**config.mk**
```make
export PLATFORM = sky130hd
export DESIGN_NAME = cpu_task_scheduler_top
export DESIGN_NICKNAME = d
export VERILOG_FILES = /design/src/rtl/cts_pkg.sv /design/src/rtl/cts_table.sv /design/src/rtl/cts_seq.sv /design/src/rtl/cpu_task_scheduler_top.sv
export SDC_FILE = /design/constraint.sdc
export NUM_CORES = 2
export LEC_CHECK = 0
export BUFFER_PORTS_ARGS = -buffer_cell sky130_fd_sc_hd__buf_2
export CAP_MARGIN = 10
export CORE_UTILIZATION = 60
export CTS_CLUSTER_SIZE = 10
export DETAILED_ROUTE_END_ITERATION = 7
export GPL_TIMING_DRIVEN = 0
export PLACE_DENSITY = 0.77
export SLEW_MARGIN = 20
export SYNTH_ARGS = -nofsm -noshare
export SYNTH_HDL_FRONTEND = slang
export SYNTH_SLANG_ARGS = --single-unit
```
**constraint.sdc**
```tcl
create_clock -name clk -period 8.7 [get_ports clk]
set_clock_uncertainty 0.2 [all_clocks]
set_input_delay 0.435 -clock clk [delete_from_list [all_inputs] [get_ports clk]]
set_output_delay 0.435 -clock clk [all_outputs]
set_load 0.05 [all_outputs]
```
**src/rtl/cts_pkg.sv**
```systemverilog
package cts_pkg;

    localparam int MAX_TASKS    = 32;
    localparam int TIME_BITS    = 10;
    localparam int IDX_W        = (MAX_TASKS > 1) ? $clog2(MAX_TASKS) : 1;
    localparam int CNT_W        = $clog2(MAX_TASKS + 1);
    localparam int TASK_INDEX_W = 6;
    localparam int POLICY_W     = 2;
    localparam int CFG_IDX_W    = 2;
    localparam int CFG_DATA_W   = 10;

    localparam logic [TIME_BITS-1:0] TIME_LIMIT_RESET = TIME_BITS'(1000);

    localparam logic [POLICY_W-1:0] POL_FIFO = 2'd0;
    localparam logic [POLICY_W-1:0] POL_SJF  = 2'd1;
    localparam logic [POLICY_W-1:0] POL_RR   = 2'd2;

    localparam logic [CFG_IDX_W-1:0] REG_POLICY     = 2'd0;
    localparam logic [CFG_IDX_W-1:0] REG_TIME_LIMIT = 2'd1;

    localparam logic MODE_LOAD = 1'b0;
    localparam logic MODE_TICK = 1'b1;

    typedef struct packed {
        logic                 mode;
        logic [TIME_BITS-1:0] arrival_time;
        logic [TIME_BITS-1:0] service_time;
    } cts_in_t;

    typedef struct packed {
        logic [TIME_BITS-1:0]    tick_time;
        logic                    cpu_busy;
        logic [TASK_INDEX_W-1:0] task_index;
        logic [TIME_BITS-1:0]    remaining_before;
        logic                    task_finished;
        logic [TIME_BITS:0]      finish_time;
        logic [TIME_BITS:0]      turnaround;
        logic [TIME_BITS-1:0]    waited;
        logic                    all_done;
        logic                    limit_hit;
        logic                    table_full;
    } cts_out_t;

    typedef struct packed {
        logic [TIME_BITS-1:0] arrival;
        logic [TIME_BITS-1:0] service;
        logic [TIME_BITS-1:0] remaining;
        logic [TIME_BITS-1:0] wait_cnt;
    } cts_entry_t;

    typedef struct packed {
        logic             we_arrival;
        logic             we_service;
        logic             we_remaining;
        logic             we_wait;
        logic [IDX_W-1:0] addr;
        cts_entry_t       data;
    } cts_tbl_ctl_t;

endpackage

```
**src/rtl/cts_table.sv**
```systemverilog
module cts_table (
    input  logic                 clk,
    input  cts_pkg::cts_tbl_ctl_t ctl,
    output cts_pkg::cts_entry_t  rd
);
    import cts_pkg::*;

    logic [TIME_BITS-1:0] arrival_mem   [MAX_TASKS];
    logic [TIME_BITS-1:0] service_mem   [MAX_TASKS];
    logic [TIME_BITS-1:0] remaining_mem [MAX_TASKS];
    logic [TIME_BITS-1:0] wait_mem      [MAX_TASKS];

    always_ff @(posedge clk)
    begin
        if (ctl.we_arrival)
        begin
            arrival_mem[ctl.addr] <= ctl.data.arrival;
        end
        if (ctl.we_service)
        begin
            service_mem[ctl.addr] <= ctl.data.service;
        end
        if (ctl.we_remaining)
        begin
            remaining_mem[ctl.addr] <= ctl.data.remaining;
        end
        if (ctl.we_wait)
        begin
            wait_mem[ctl.addr] <= ctl.data.wait_cnt;
        end
    end

    always_comb
    begin
        rd.arrival   = arrival_mem[ctl.addr];
        rd.service   = service_mem[ctl.addr];
        rd.remaining = remaining_mem[ctl.addr];
        rd.wait_cnt  = wait_mem[ctl.addr];
    end

endmodule

```
**src/rtl/cts_seq.sv**
```systemverilog
module cts_seq (
    input  logic                          clk,
    input  logic                          rst_n,
    input  logic                          in_valid,
    output logic                          in_ready,
    input  cts_pkg::cts_in_t              in_data,
    input  logic [cts_pkg::POLICY_W-1:0]  policy,
    input  logic [cts_pkg::TIME_BITS-1:0] time_limit,
    output logic                          res_valid,
    input  logic                          res_take,
    output cts_pkg::cts_out_t             res_data,
    output cts_pkg::cts_tbl_ctl_t         tbl_ctl,
    input  cts_pkg::cts_entry_t           tbl_rd
);
    import cts_pkg::*;

    localparam logic [2:0] S_IDLE    = 3'd0;
    localparam logic [2:0] S_SCAN    = 3'd1;
    localparam logic [2:0] S_RESOLVE = 3'd2;
    localparam logic [2:0] S_APPLY   = 3'd3;
    localparam logic [2:0] S_DONE    = 3'd4;

    logic [2:0]           state_reg, state_next;
    logic [CNT_W-1:0]     count_reg, count_next;
    logic [CNT_W-1:0]     fin_cnt_reg, fin_cnt_next;
    logic [TIME_BITS-1:0] time_reg, time_next;
    logic [IDX_W-1:0]     rot_reg, rot_next;
    logic [IDX_W-1:0]     addr_reg, addr_next;
    logic                 found_reg, found_next;
    logic [IDX_W-1:0]     best_reg, best_next;
    logic [TIME_BITS-1:0] best_rem_reg, best_rem_next;
    logic                 best_inc_reg, best_inc_next;
    logic                 alt_found_reg, alt_found_next;
    logic [IDX_W-1:0]     alt_reg, alt_next;
    logic                 alt_inc_reg, alt_inc_next;
    logic                 seen_reg, seen_next;
    logic                 run_inc_reg, run_inc_next;
    cts_out_t             res_reg, res_next;

    logic                 rdy;
    logic                 can_inc;
    logic                 last_entry;
    logic                 run_found;
    logic [IDX_W-1:0]     run_idx;
    logic                 run_inc;
    logic [TIME_BITS-1:0] new_rem;
    logic [TIME_BITS-1:0] wait_fix;
    logic [TIME_BITS-1:0] load_svc;

    assign in_ready  = (state_reg == S_IDLE);
    assign res_valid = (state_reg == S_DONE);

    always_comb
    begin
        res_data          = res_reg;
        res_data.all_done = (fin_cnt_reg == count_reg);
    end

    always_comb
    begin
        state_next     = state_reg;
        count_next     = count_reg;
        fin_cnt_next   = fin_cnt_reg;
        time_next      = time_reg;
        rot_next       = rot_reg;
        addr_next      = addr_reg;
        found_next     = found_reg;
        best_next      = best_reg;
        best_rem_next  = best_rem_reg;
        best_inc_next  = best_inc_reg;
        alt_found_next = alt_found_reg;
        alt_next       = alt_reg;
        alt_inc_next   = alt_inc_reg;
        seen_next      = seen_reg;
        run_inc_next   = run_inc_reg;
        res_next       = res_reg;

        tbl_ctl      = '0;
        tbl_ctl.addr = (state_reg == S_IDLE) ? count_reg[IDX_W-1:0] : addr_reg;

        // One comparator pair serves the whole scan, one entry per cycle.
        rdy        = (tbl_rd.arrival <= time_reg) && (tbl_rd.remaining != '0);
        can_inc    = rdy && (tbl_rd.wait_cnt != '1);
        last_entry = (CNT_W'(addr_reg) == (count_reg - CNT_W'(1)));

        run_found = 1'b0;
        run_idx   = best_reg;
        run_inc   = best_inc_reg;
        if (found_reg)
        begin
            run_found = 1'b1;
        end
        else if ((policy == POL_RR) && alt_found_reg)
        begin
            run_found = 1'b1;
            run_idx   = alt_reg;
            run_inc   = alt_inc_reg;
        end

        new_rem  = tbl_rd.remaining - TIME_BITS'(1);
        wait_fix = tbl_rd.wait_cnt - TIME_BITS'(run_inc_reg);
        load_svc = (in_data.service_time == '0) ? TIME_BITS'(1) : in_data.service_time;

        case (state_reg)
            S_IDLE:
            begin
                if (in_valid)
                begin
                    res_next           = '0;
                    res_next.tick_time = time_reg;
                    state_next         = S_DONE;
                    if (in_data.mode == MODE_LOAD)
                    begin
                        if (count_reg == CNT_W'(MAX_TASKS))
                        begin
                            res_next.table_full = 1'b1;
                        end
                        else
                        begin
                            tbl_ctl.we_arrival     = 1'b1;
                            tbl_ctl.we_service     = 1'b1;
                            tbl_ctl.we_remaining   = 1'b1;
                            tbl_ctl.we_wait        = 1'b1;
                            tbl_ctl.data.arrival   = in_data.arrival_time;
                            tbl_ctl.data.service   = load_svc;
                            tbl_ctl.data.remaining = load_svc;
                            tbl_ctl.data.wait_cnt  = '0;
                            res_next.task_index    = TASK_INDEX_W'(count_reg[IDX_W-1:0]);
                            count_next             = count_reg + CNT_W'(1);
                        end
                    end
                    else if (time_reg >= time_limit)
                    begin
                        res_next.limit_hit = 1'b1;
                    end
                    else if (count_reg == '0)
                    begin
                        time_next = time_reg + TIME_BITS'(1);
                    end
                    else
                    begin
                        addr_next      = '0;
                        found_next     = 1'b0;
                        alt_found_next = 1'b0;
                        seen_next      = 1'b0;
                        state_next     = S_SCAN;
                    end
                end
            end

            S_SCAN:
            begin
                // Every ready task whose wait count is not saturated is charged a wait
                // unit here; the one that ends up running gets its unit taken back in the apply step.
                if (can_inc)
                begin
                    tbl_ctl.we_wait       = 1'b1;
                    tbl_ctl.data.wait_cnt = tbl_rd.wait_cnt + TIME_BITS'(1);
                end
                case (policy)
                    POL_SJF:
                    begin
                        if (rdy && (!found_reg || (tbl_rd.remaining < best_rem_reg)))
                        begin
                            found_next    = 1'b1;
                            best_next     = addr_reg;
                            best_rem_next = tbl_rd.remaining;
                            best_inc_next = can_inc;
                        end
                    end
                    POL_RR:
                    begin
                        // First ready task at or after the rotation point, with the
                        // first ready task overall as the wrap-around fallback.
                        if (rdy && !found_reg && (addr_reg >= rot_reg))
                        begin
                            found_next    = 1'b1;
                            best_next     = addr_reg;
                            best_inc_next = can_inc;
                        end
                        if (rdy && !alt_found_reg)
                        begin
                            alt_found_next = 1'b1;
                            alt_next       = addr_reg;
                            alt_inc_next   = can_inc;
                        end
                    end
                    default:
                    begin
                        // The oldest unfinished task runs only once it has arrived.
                        if ((tbl_rd.remaining != '0) && !seen_reg)
                        begin
                            seen_next = 1'b1;
                            if (rdy)
                            begin
                                found_next    = 1'b1;
                                best_next     = addr_reg;
                                best_inc_next = can_inc;
                            end
                        end
                    end
                endcase
                if (last_entry)
                begin
                    state_next = S_RESOLVE;
                end
                else
                begin
                    addr_next = addr_reg + IDX_W'(1);
                end
            end

            S_RESOLVE:
            begin
                if (run_found)
                begin
                    addr_next    = run_idx;
                    run_inc_next = run_inc;
                    if (policy == POL_RR)
                    begin
                        rot_next = (CNT_W'(run_idx) == (count_reg - CNT_W'(1))) ?
                                   '0 : run_idx + IDX_W'(1);
                    end
                    state_next = S_APPLY;
                end
                else
                begin
                    time_next  = time_reg + TIME_BITS'(1);
                    state_next = S_DONE;
                end
            end

            S_APPLY:
            begin
                tbl_ctl.we_remaining      = 1'b1;
                tbl_ctl.we_wait           = 1'b1;
                tbl_ctl.data.remaining    = new_rem;
                tbl_ctl.data.wait_cnt     = wait_fix;
                res_next.cpu_busy         = 1'b1;
                res_next.task_index       = TASK_INDEX_W'(addr_reg);
                res_next.remaining_before = tbl_rd.remaining;
                if (new_rem == '0)
                begin
                    res_next.task_finished = 1'b1;
                    res_next.finish_time   = {1'b0, time_reg} + (TIME_BITS + 1)'(1);
                    res_next.turnaround    = {1'b0, wait_fix} + {1'b0, tbl_rd.service};
                    res_next.waited        = wait_fix;
                    fin_cnt_next           = fin_cnt_reg + CNT_W'(1);
                end
                time_next  = time_reg + TIME_BITS'(1);
                state_next = S_DONE;
            end

            S_DONE:
            begin
                if (res_take)
                begin
                    state_next = S_IDLE;
                end
            end

            default:
            begin
                state_next = S_IDLE;
            end
        endcase
    end

    always_ff @(posedge clk or negedge rst_n)
    begin
        if (!rst_n)
        begin
            state_reg     <= S_IDLE;
            count_reg     <= '0;
            fin_cnt_reg   <= '0;
            time_reg      <= '0;
            rot_reg       <= '0;
            found_reg     <= 1'b0;
            alt_found_reg <= 1'b0;
            seen_reg      <= 1'b0;
        end
        else
        begin
            state_reg     <= state_next;
            count_reg     <= count_next;
            fin_cnt_reg   <= fin_cnt_next;
            time_reg      <= time_next;
            rot_reg       <= rot_next;
            found_reg     <= found_next;
            alt_found_reg <= alt_found_next;
            seen_reg      <= seen_next;
        end
    end

    always_ff @(posedge clk)
    begin
        addr_reg     <= addr_next;
        best_reg     <= best_next;
        best_rem_reg <= best_rem_next;
        best_inc_reg <= best_inc_next;
        alt_reg      <= alt_next;
        alt_inc_reg  <= alt_inc_next;
        run_inc_reg  <= run_inc_next;
        res_reg      <= res_next;
    end

endmodule

```
**src/rtl/cpu_task_scheduler_top.sv**
```systemverilog
// Single-CPU task scheduler. A load item stores one task in the table and a tick item
// runs one time unit under the fifo, preemptive shortest-job-first or round-robin
// policy; every item returns exactly one result item. The block works on one item at a
// time. A load, a refused tick or a tick with an empty table is handled in the idle
// state and goes straight to the result; a tick with loaded tasks scans the task table
// through its single read/write port, one entry per cycle, followed by a resolve step,
// an update step at the chosen task when one is ready, and the result step.
// The result sits in an output register, so the next item is taken while it waits.
// Configuration writes are always accepted and belong in idle periods.
module cpu_task_scheduler_top (
    input  logic                           clk,
    input  logic                           rst_n,
    input  logic                           in_valid,
    output logic                           in_ready,
    input  cts_pkg::cts_in_t               in_data,
    output logic                           out_valid,
    input  logic                           out_ready,
    output cts_pkg::cts_out_t              out_data,
    input  logic                           cfg_valid,
    output logic                           cfg_ready,
    input  logic [cts_pkg::CFG_IDX_W-1:0]  cfg_index,
    input  logic [cts_pkg::CFG_DATA_W-1:0] cfg_data
);
    import cts_pkg::*;

    logic [POLICY_W-1:0]  policy_reg;
    logic [TIME_BITS-1:0] time_limit_reg;
    logic                 out_valid_reg;
    cts_out_t             out_data_reg;

    logic                 res_valid;
    logic                 res_take;
    cts_out_t             res_data;
    cts_tbl_ctl_t         tbl_ctl;
    cts_entry_t           tbl_rd;

    assign cfg_ready = 1'b1;
    assign res_take  = res_valid && (!out_valid_reg || out_ready);
    assign out_valid = out_valid_reg;
    assign out_data  = out_data_reg;

    cts_table u_table (
        .clk (clk),
        .ctl (tbl_ctl),
        .rd  (tbl_rd)
    );

    cts_seq u_seq (
        .clk        (clk),
        .rst_n      (rst_n),
        .in_valid   (in_valid),
        .in_ready   (in_ready),
        .in_data    (in_data),
        .policy     (policy_reg),
        .time_limit (time_limit_reg),
        .res_valid  (res_valid),
        .res_take   (res_take),
        .res_data   (res_data),
        .tbl_ctl    (tbl_ctl),
        .tbl_rd     (tbl_rd)
    );

    always_ff @(posedge clk or negedge rst_n)
    begin
        if (!rst_n)
        begin
            policy_reg     <= POL_FIFO;
            time_limit_reg <= TIME_LIMIT_RESET;
            out_valid_reg  <= 1'b0;
        end
        else
        begin
            if (cfg_valid && cfg_ready)
            begin
                case (cfg_index)
                    REG_POLICY:     policy_reg     <= cfg_data[POLICY_W-1:0];
                    REG_TIME_LIMIT: time_limit_reg <= cfg_data[TIME_BITS-1:0];
                    default:        ;
                endcase
            end
            if (res_take)
            begin
                out_valid_reg <= 1'b1;
            end
            else if (out_ready)
            begin
                out_valid_reg <= 1'b0;
            end
        end
    end

    always_ff @(posedge clk)
    begin
        if (res_take)
        begin
            out_data_reg <= res_data;
        end
    end

endmodule
```
### Word-level counts from Yosys, hierarchy flattened

Memory sizes are Yosys's and may differ from the RTL's.
Cells that the tools add are included.

| word-level totals | value |
|---|---|
| output and inout bits | 66 |
| register bits | 199 |
| input port bits | 38 |
| RAM bits | 1280 |
| memories | 4 |

Memory list:

| name | words | bits a word | rd ports | clocked after Yosys merged registers in | wr ports | RTL line | source |
|---|---|---|---|---|---|---|---|
| u_table.arrival_mem | 32 | 10 | 1 | 0 | 1 | cts_table.sv:8 | `logic [TIME_BITS-1:0] arrival_mem [MAX_TASKS];` |
| u_table.remaining_mem | 32 | 10 | 1 | 0 | 1 | cts_table.sv:10 | `logic [TIME_BITS-1:0] remaining_mem [MAX_TASKS];` |
| u_table.service_mem | 32 | 10 | 1 | 0 | 1 | cts_table.sv:9 | `logic [TIME_BITS-1:0] service_mem [MAX_TASKS];` |
| u_table.wait_mem | 32 | 10 | 1 | 0 | 1 | cts_table.sv:11 | `logic [TIME_BITS-1:0] wait_mem [MAX_TASKS];` |

| operators by class | value |
|---|---|
| mux-type cells | 89 |
| add/subtract/negate cells | 11 |
| bitwise operators | 2 |
| equal/unequal tests | 33 |
| reductions and logical operators | 47 |
| order comparisons | 4 |

Operators with widths:

| operator | number |
|---|---|
| $mux 40 | 3 |
| $pmux 50 s2 | 1 |
| $mux 5 | 16 |
| $mux 10 | 7 |
| $pmux 10 s3 | 2 |
| $mux 53 | 1 |
| $mux 1 | 35 |
| $mux 33 | 1 |
| $ne 2x1->1 const B | 11 |
| $mux 3 | 7 |
| $reduce_and 7->1 | 3 |
| $add 10x1->10 const B | 2 |
| $logic_not 10->1 | 2 |
| $mux 20 | 1 |
| $pmux 10 s2 | 1 |
| $pmux 3 s5 | 1 |
| $pmux 5 s3 | 1 |
| $reduce_and 3->1 | 5 |
| $add 6x1->6 const B | 2 |
| $eq 5x6->1 | 2 |
| $mux 4 | 3 |
| $ne 2x2->1 const B | 6 |
| $pmux 1 s2 | 6 |
| $reduce_and 2->1 | 6 |
| 38 further kinds | 61 |

### Depth between registers and ports, before layout

An unclocked memory read counts as a cell.

| logic depth | value |
|---|---|
| depth after elaboration | 10 |
| depth in mapped cells | 28 |

### By module

Synthesis repeated with hierarchy kept, for this count alone.

| second synthesis, totals | value |
|---|---|
| cells, all modules | 3526 |
| area, all modules | 59082.9 sq um |

Modules (own cells, without submodules):

| module | cells an instance | times used | area an instance (sq um) | sequential area each (sq um) |
|---|---|---|---|---|
| cts_table | 2692 | 1 | 49082.1 | 38436.9 |
| cts_seq | 738 | 1 | 7547.2 | 3498.4 |
| cpu_task_scheduler_top | 96 | 1 | 2453.6 | 2224.6 |

### Least setup slack after synthesis

No wires, ideal clock.

| timing | value |
|---|---|
| path kind | register to register |
| from | reg u_seq.state_reg[1] |
| to | mem u_table.wait_mem[24][0], enable pin |
| period minus slack after synthesis | 6921 ps |
| stages on the path, launching flop included | 26 |
| slack | 1779 ps |
| data arrival time | 6318 ps |
| library setup time | 404 ps |
| path buffers | 9 |
| cells stage by stage | dfrtp_1 > buf_6 > or4b_4 > nand2_4 > buf_12 > buf_12 > buf_12 > buf_12 > buf_4 > buf_4 > buf_1 > buf_2 > mux4_2 > o22ai_1 > nor4_1 > ha_1 > nor2b_1 > o21a_1 > o21a_1 > o21a_1 > o21a_1 > o21bai_1 > a21oi_1 > a211oi_2 > a21oi_2 > nor4_1 |

| on the way | value |
|---|---|
| longest elaborated chain between the ends | 10 |
| elaborated cells between the ends (all ways) | 16 |
| those cells by class | 1 x order compare; 3 x eq/ne; 5 x mux; 4 x reduce/logical; 3 x memory |

Ends and longest elaborated chain:

| what | RTL line | source |
|---|---|---|
| start, declared | cts_seq.sv:23 | `logic [2:0] state_reg, state_next;` |
| start signal, assigned | cts_seq.sv:284 | `state_reg <= state_next;` |
| $logic_not 3->1 * | cts_seq.sv:79 | `tbl_ctl.addr = (state_reg == S_IDLE) ? count_reg[IDX_W-1:0] : addr_reg;` |
| $mux 5 * | cts_seq.sv:79 |  |
| $mem_v2 32x10, on equally long branches | - |  |
| $le 10x10->1 or $reduce_bool 10->1 (tied branches) | cts_seq.sv:82 | `rdy = (tbl_rd.arrival <= time_reg) && (tbl_rd.remaining != '0);` |
| $logic_and 1x1->1 | cts_seq.sv:82 |  |
| $logic_and 1x1->1 * | cts_seq.sv:83 | `can_inc = rdy && (tbl_rd.wait_cnt != '1);` |
| via u_seq.can_inc | cts_seq.sv:41 | `logic can_inc;` |
| $mux 1 * | cts_seq.sv:155 | `if (can_inc)` |
| $pmux 1 s3 * | cts_seq.sv:104 | `case (state_reg)` |
| $mux 1 * | cts_table.sv:27 | `if (ctl.we_wait)` |
| $mux 1 (implied by the code) * | cts_table.sv:29 | `wait_mem[ctl.addr] <= ctl.data.wait_cnt;` |
| end, declared | cts_table.sv:11 |  |

The timed path passes the listed nets; every way through them passes the cells marked *.

### Final worst setup path

| timing | value |
|---|---|
| from | reg u_seq.state_reg[0] |
| to | mem u_table.wait_mem[12][6], enable pin |

Same word-level chain as after synthesis.

==> results.tsv <==
metric	value	unit
synth-main-ff-cell	edfxtp_1	
setup.worst_path.class	reg2reg	
vias	37480	
critPathLaunchType	register	
finalCritPeriodShare	101.3	%
min_path_type	in2async	
layout_setup_ws	-0.1104	ns
relSlewSlack	7.065	%
clk_latency	0.80	ns
p_leak	23.08	nW
postSynthAreaPerCell	18.49	um2
yosysMostFrequentCell	edfxtp_1	
gp_congestion	0.9674	
syn_area	60120	um2
hold_viol_final	4	
yosysTopAreaCellShare	71.48	%
drt_iter0_drc	7259	
dieArea	101500	um2
drtAntennaViolNets	0	
drt_pre_antenna_iters	8	
setup.worst_path.end_class	register	
vias_per_cell	7.566	
io_pins	104	
synth.top_cells.by_count	edfxtp_1, mux4_2, nor2_1	
yosys.area_share.simple	5.159	%
async_reset_ff_share	3.114	%
rsz0062_at_grt	no	
setup_viol_count_final	72	
finalMaxSlewViolations	0	
hold_slack	-0.004446	ns
synth_cell_types	96	
core.rowCount	115	
grt_pass1_vias	36730	
drcViolationCount	7	
clockRootBuffer	clkbuf_16	
max_freq	113.5	MHz
p_seq_share	30.9	%
start_util	60.82	%
fin_nets	3717	
cp_slowest_cell	clkdlybuf4s15_1	
wl_per_cell	39.30	um
ys_seq_area_share	73.40	%
cp_slowest_stage_delay	1.00	ns
die-width	318.5	um
use_met2	58.91	%
grt_use_total	38.24	%
io_buffers	101	
met3_usage	14.46	%
yosysWarnings	0	
wirelength	194700	um
syn-num-nets	3348	
syn_inst	3251	
synth_xor_area_share	1.151	%
status	finished, violations left	
synth_area_leader_cell	edfxtp_1	
p_comb_share	47.4	%
grt_max_degree	47	
synthTopCellsByArea	edfxtp_1, mux4_2, dfrtp_1	
power_frac_clock	21.6	%
layout_min_cycle_time	8.810	ns
drive_gt1_share	26.64	%
dp.cells	4719	
crit_top_cell	o21a_1	
fillCellCount	5540	
maxCapViolCount	0	
cts_num_sinks	1477	
htreeDepth	4	
clk_pin_slew	0.06	ns
vdd_drop_max	0.0003440	V
grt_pass1_wl	269000	um
area_growth	15.55	%
p_int	16.88	mW
ys_ff_latch	1477	
fp.coreArea	98850	um2
switching_power	12.00	mW
grt_overflow	0	
tightest_slew	1.389	ns
synth_mux_area_share	12.02	%
gr-usage-met1	46.04	%
synth-adder-area-share	1.240	%
numCtsBuffers	166	
synth_edf_count	1431	
power_density	415.7	nW/um2
antenna_found_initial	7	
clockBufferDepth	3	
synth_top_family_by_area	multiplexers	
grt-busiest-layer	met2	
hpwl	119900	um
violations	design-rule violations, negative hold slack, negative setup slack	
crit_arrival	9.10	ns
dieHeight	318.5	um
path_max_fanout	10	
instances_no_fill	4954	
cts_tree	built	
p_total	28.88	mW
swShare	41.56	%
crit_required	8.99	ns
synth_compound_area_share	4.785	%
final.setup.tns	-4.050	ns
[layout make-up]
class	count	area [um2]	area share, %
tap	1287	1610	2.318
buffer	185	1166	1.679
sequential	1477	44130	63.52
multi-input combinational	1520	15490	22.29
timing repair buffer	202	2217	3.192
clock inverter	18	327.8	0.4719
inverter	68	255.2	0.3674
antenna	4	10.01	0.01441
clock buffer	193	4265	6.140
[power by group through the flow]
| stage | clock [mW] | combinational (mW) | sequential [mW] |
|---|---|---|---|
| after CTS | 6.20 | 12.9 | 8.93 |
| after detailed placement | 0 | 12.5 | 9.06 |
| final | 6.25 | 13.7 | 8.93 |
| after global placement | 0 | 11.6 | 9.07 |
| after global routing | 6.48 | 13.9 | 8.95 |
| after floorplan | 0 | 7.63 | 9.22 |
[logic make-up after synthesis]
kind of cell / count (synthesis)
AO/OA/AOI/OAI: 412
XOR/XNOR: 79
adder cells (fa/ha/maj): 59
buffers and inverters: 254
flip-flops: 1477
multiplexers: 390
other: 2
AND/OR/NAND/NOR: 578
[layer usage]
layer  wire length (um)  vias to the layer above
met5                395                        -
met2              88710                     4099
li1                   -                    13880
met3              30120                     1019
met4              14470                       18
met1              60970                    18470
[worst max-delay path: cells and delay by family (launching register included)]
family	cells	cell delay [ns]
adder cells (fa/ha/maj)	1	0.34
flip-flops	1	0.40
multiplexers	1	0.38
buffers and inverters	9	3.45
AO/OA/AOI/OAI	9	1.72
AND/OR/NAND/NOR	5	1.94
[layout by cell type (no fill, tap or decap), types with 36 or more instances in the layout]
cell type  instances
nor2_4            55
mux4_2           254
nor2_2            40
mux2i_1           80
a21oi_1           54
o21ai_0           44
ha_1              58
buf_2            154
nand2_1           91
dfrtp_1           40
clkbuf_16        166
clkbuf_1          81
buf_6             36
nand3_1           54
inv_1             66
and3_1            44
o22ai_1          117
nor2_1            83
xnor2_1           56
edfxtp_1        1431
mux2_2            44
[timing repair]
item / in CTS / in global routing
setup buffers: 0 / 2
pin swaps: 0 / 1
resized for setup: 58 / 14
endpoints found under the hold margin: 62 / 0
hold buffers: 19 / 0
setup endpoints to repair: 663 / 427
[final timing paths]
path,start,endpoint,slack (ns),cells after the start
setup / recovery,u_seq.state_reg[0],u_table.wait_mem[12][6],-0.11,25
max in group asynchronous,rst_n,u_seq.time_reg[8],7.84,2
hold / removal,rst_n,u_seq.rot_reg[1],-0.004,2
min in group clk,in_data[0],u_table.service_mem[12][0],0.10,3
hold reg to reg,u_seq.res_data[47],out_data[47],0.22,0
setup reg to reg,u_seq.state_reg[0],u_table.wait_mem[12][6],-0.11,25
[through the flow]
step | utilization [%] | cell area [um2] | worst slack, ns
final | 70.28 | 69470 | -0.1104
after CTS | 70.11 | 69310 | 0.02748
after floorplan | - | 60120 | 1.779
after detailed placement | 65.06 | 64310 | -1.354
after global routing | 70.27 | 69460 | 0.03123
after global placement | 62.96 | 62230 | -2.178
Note: power is estimated with default switching activity, not from simulation.
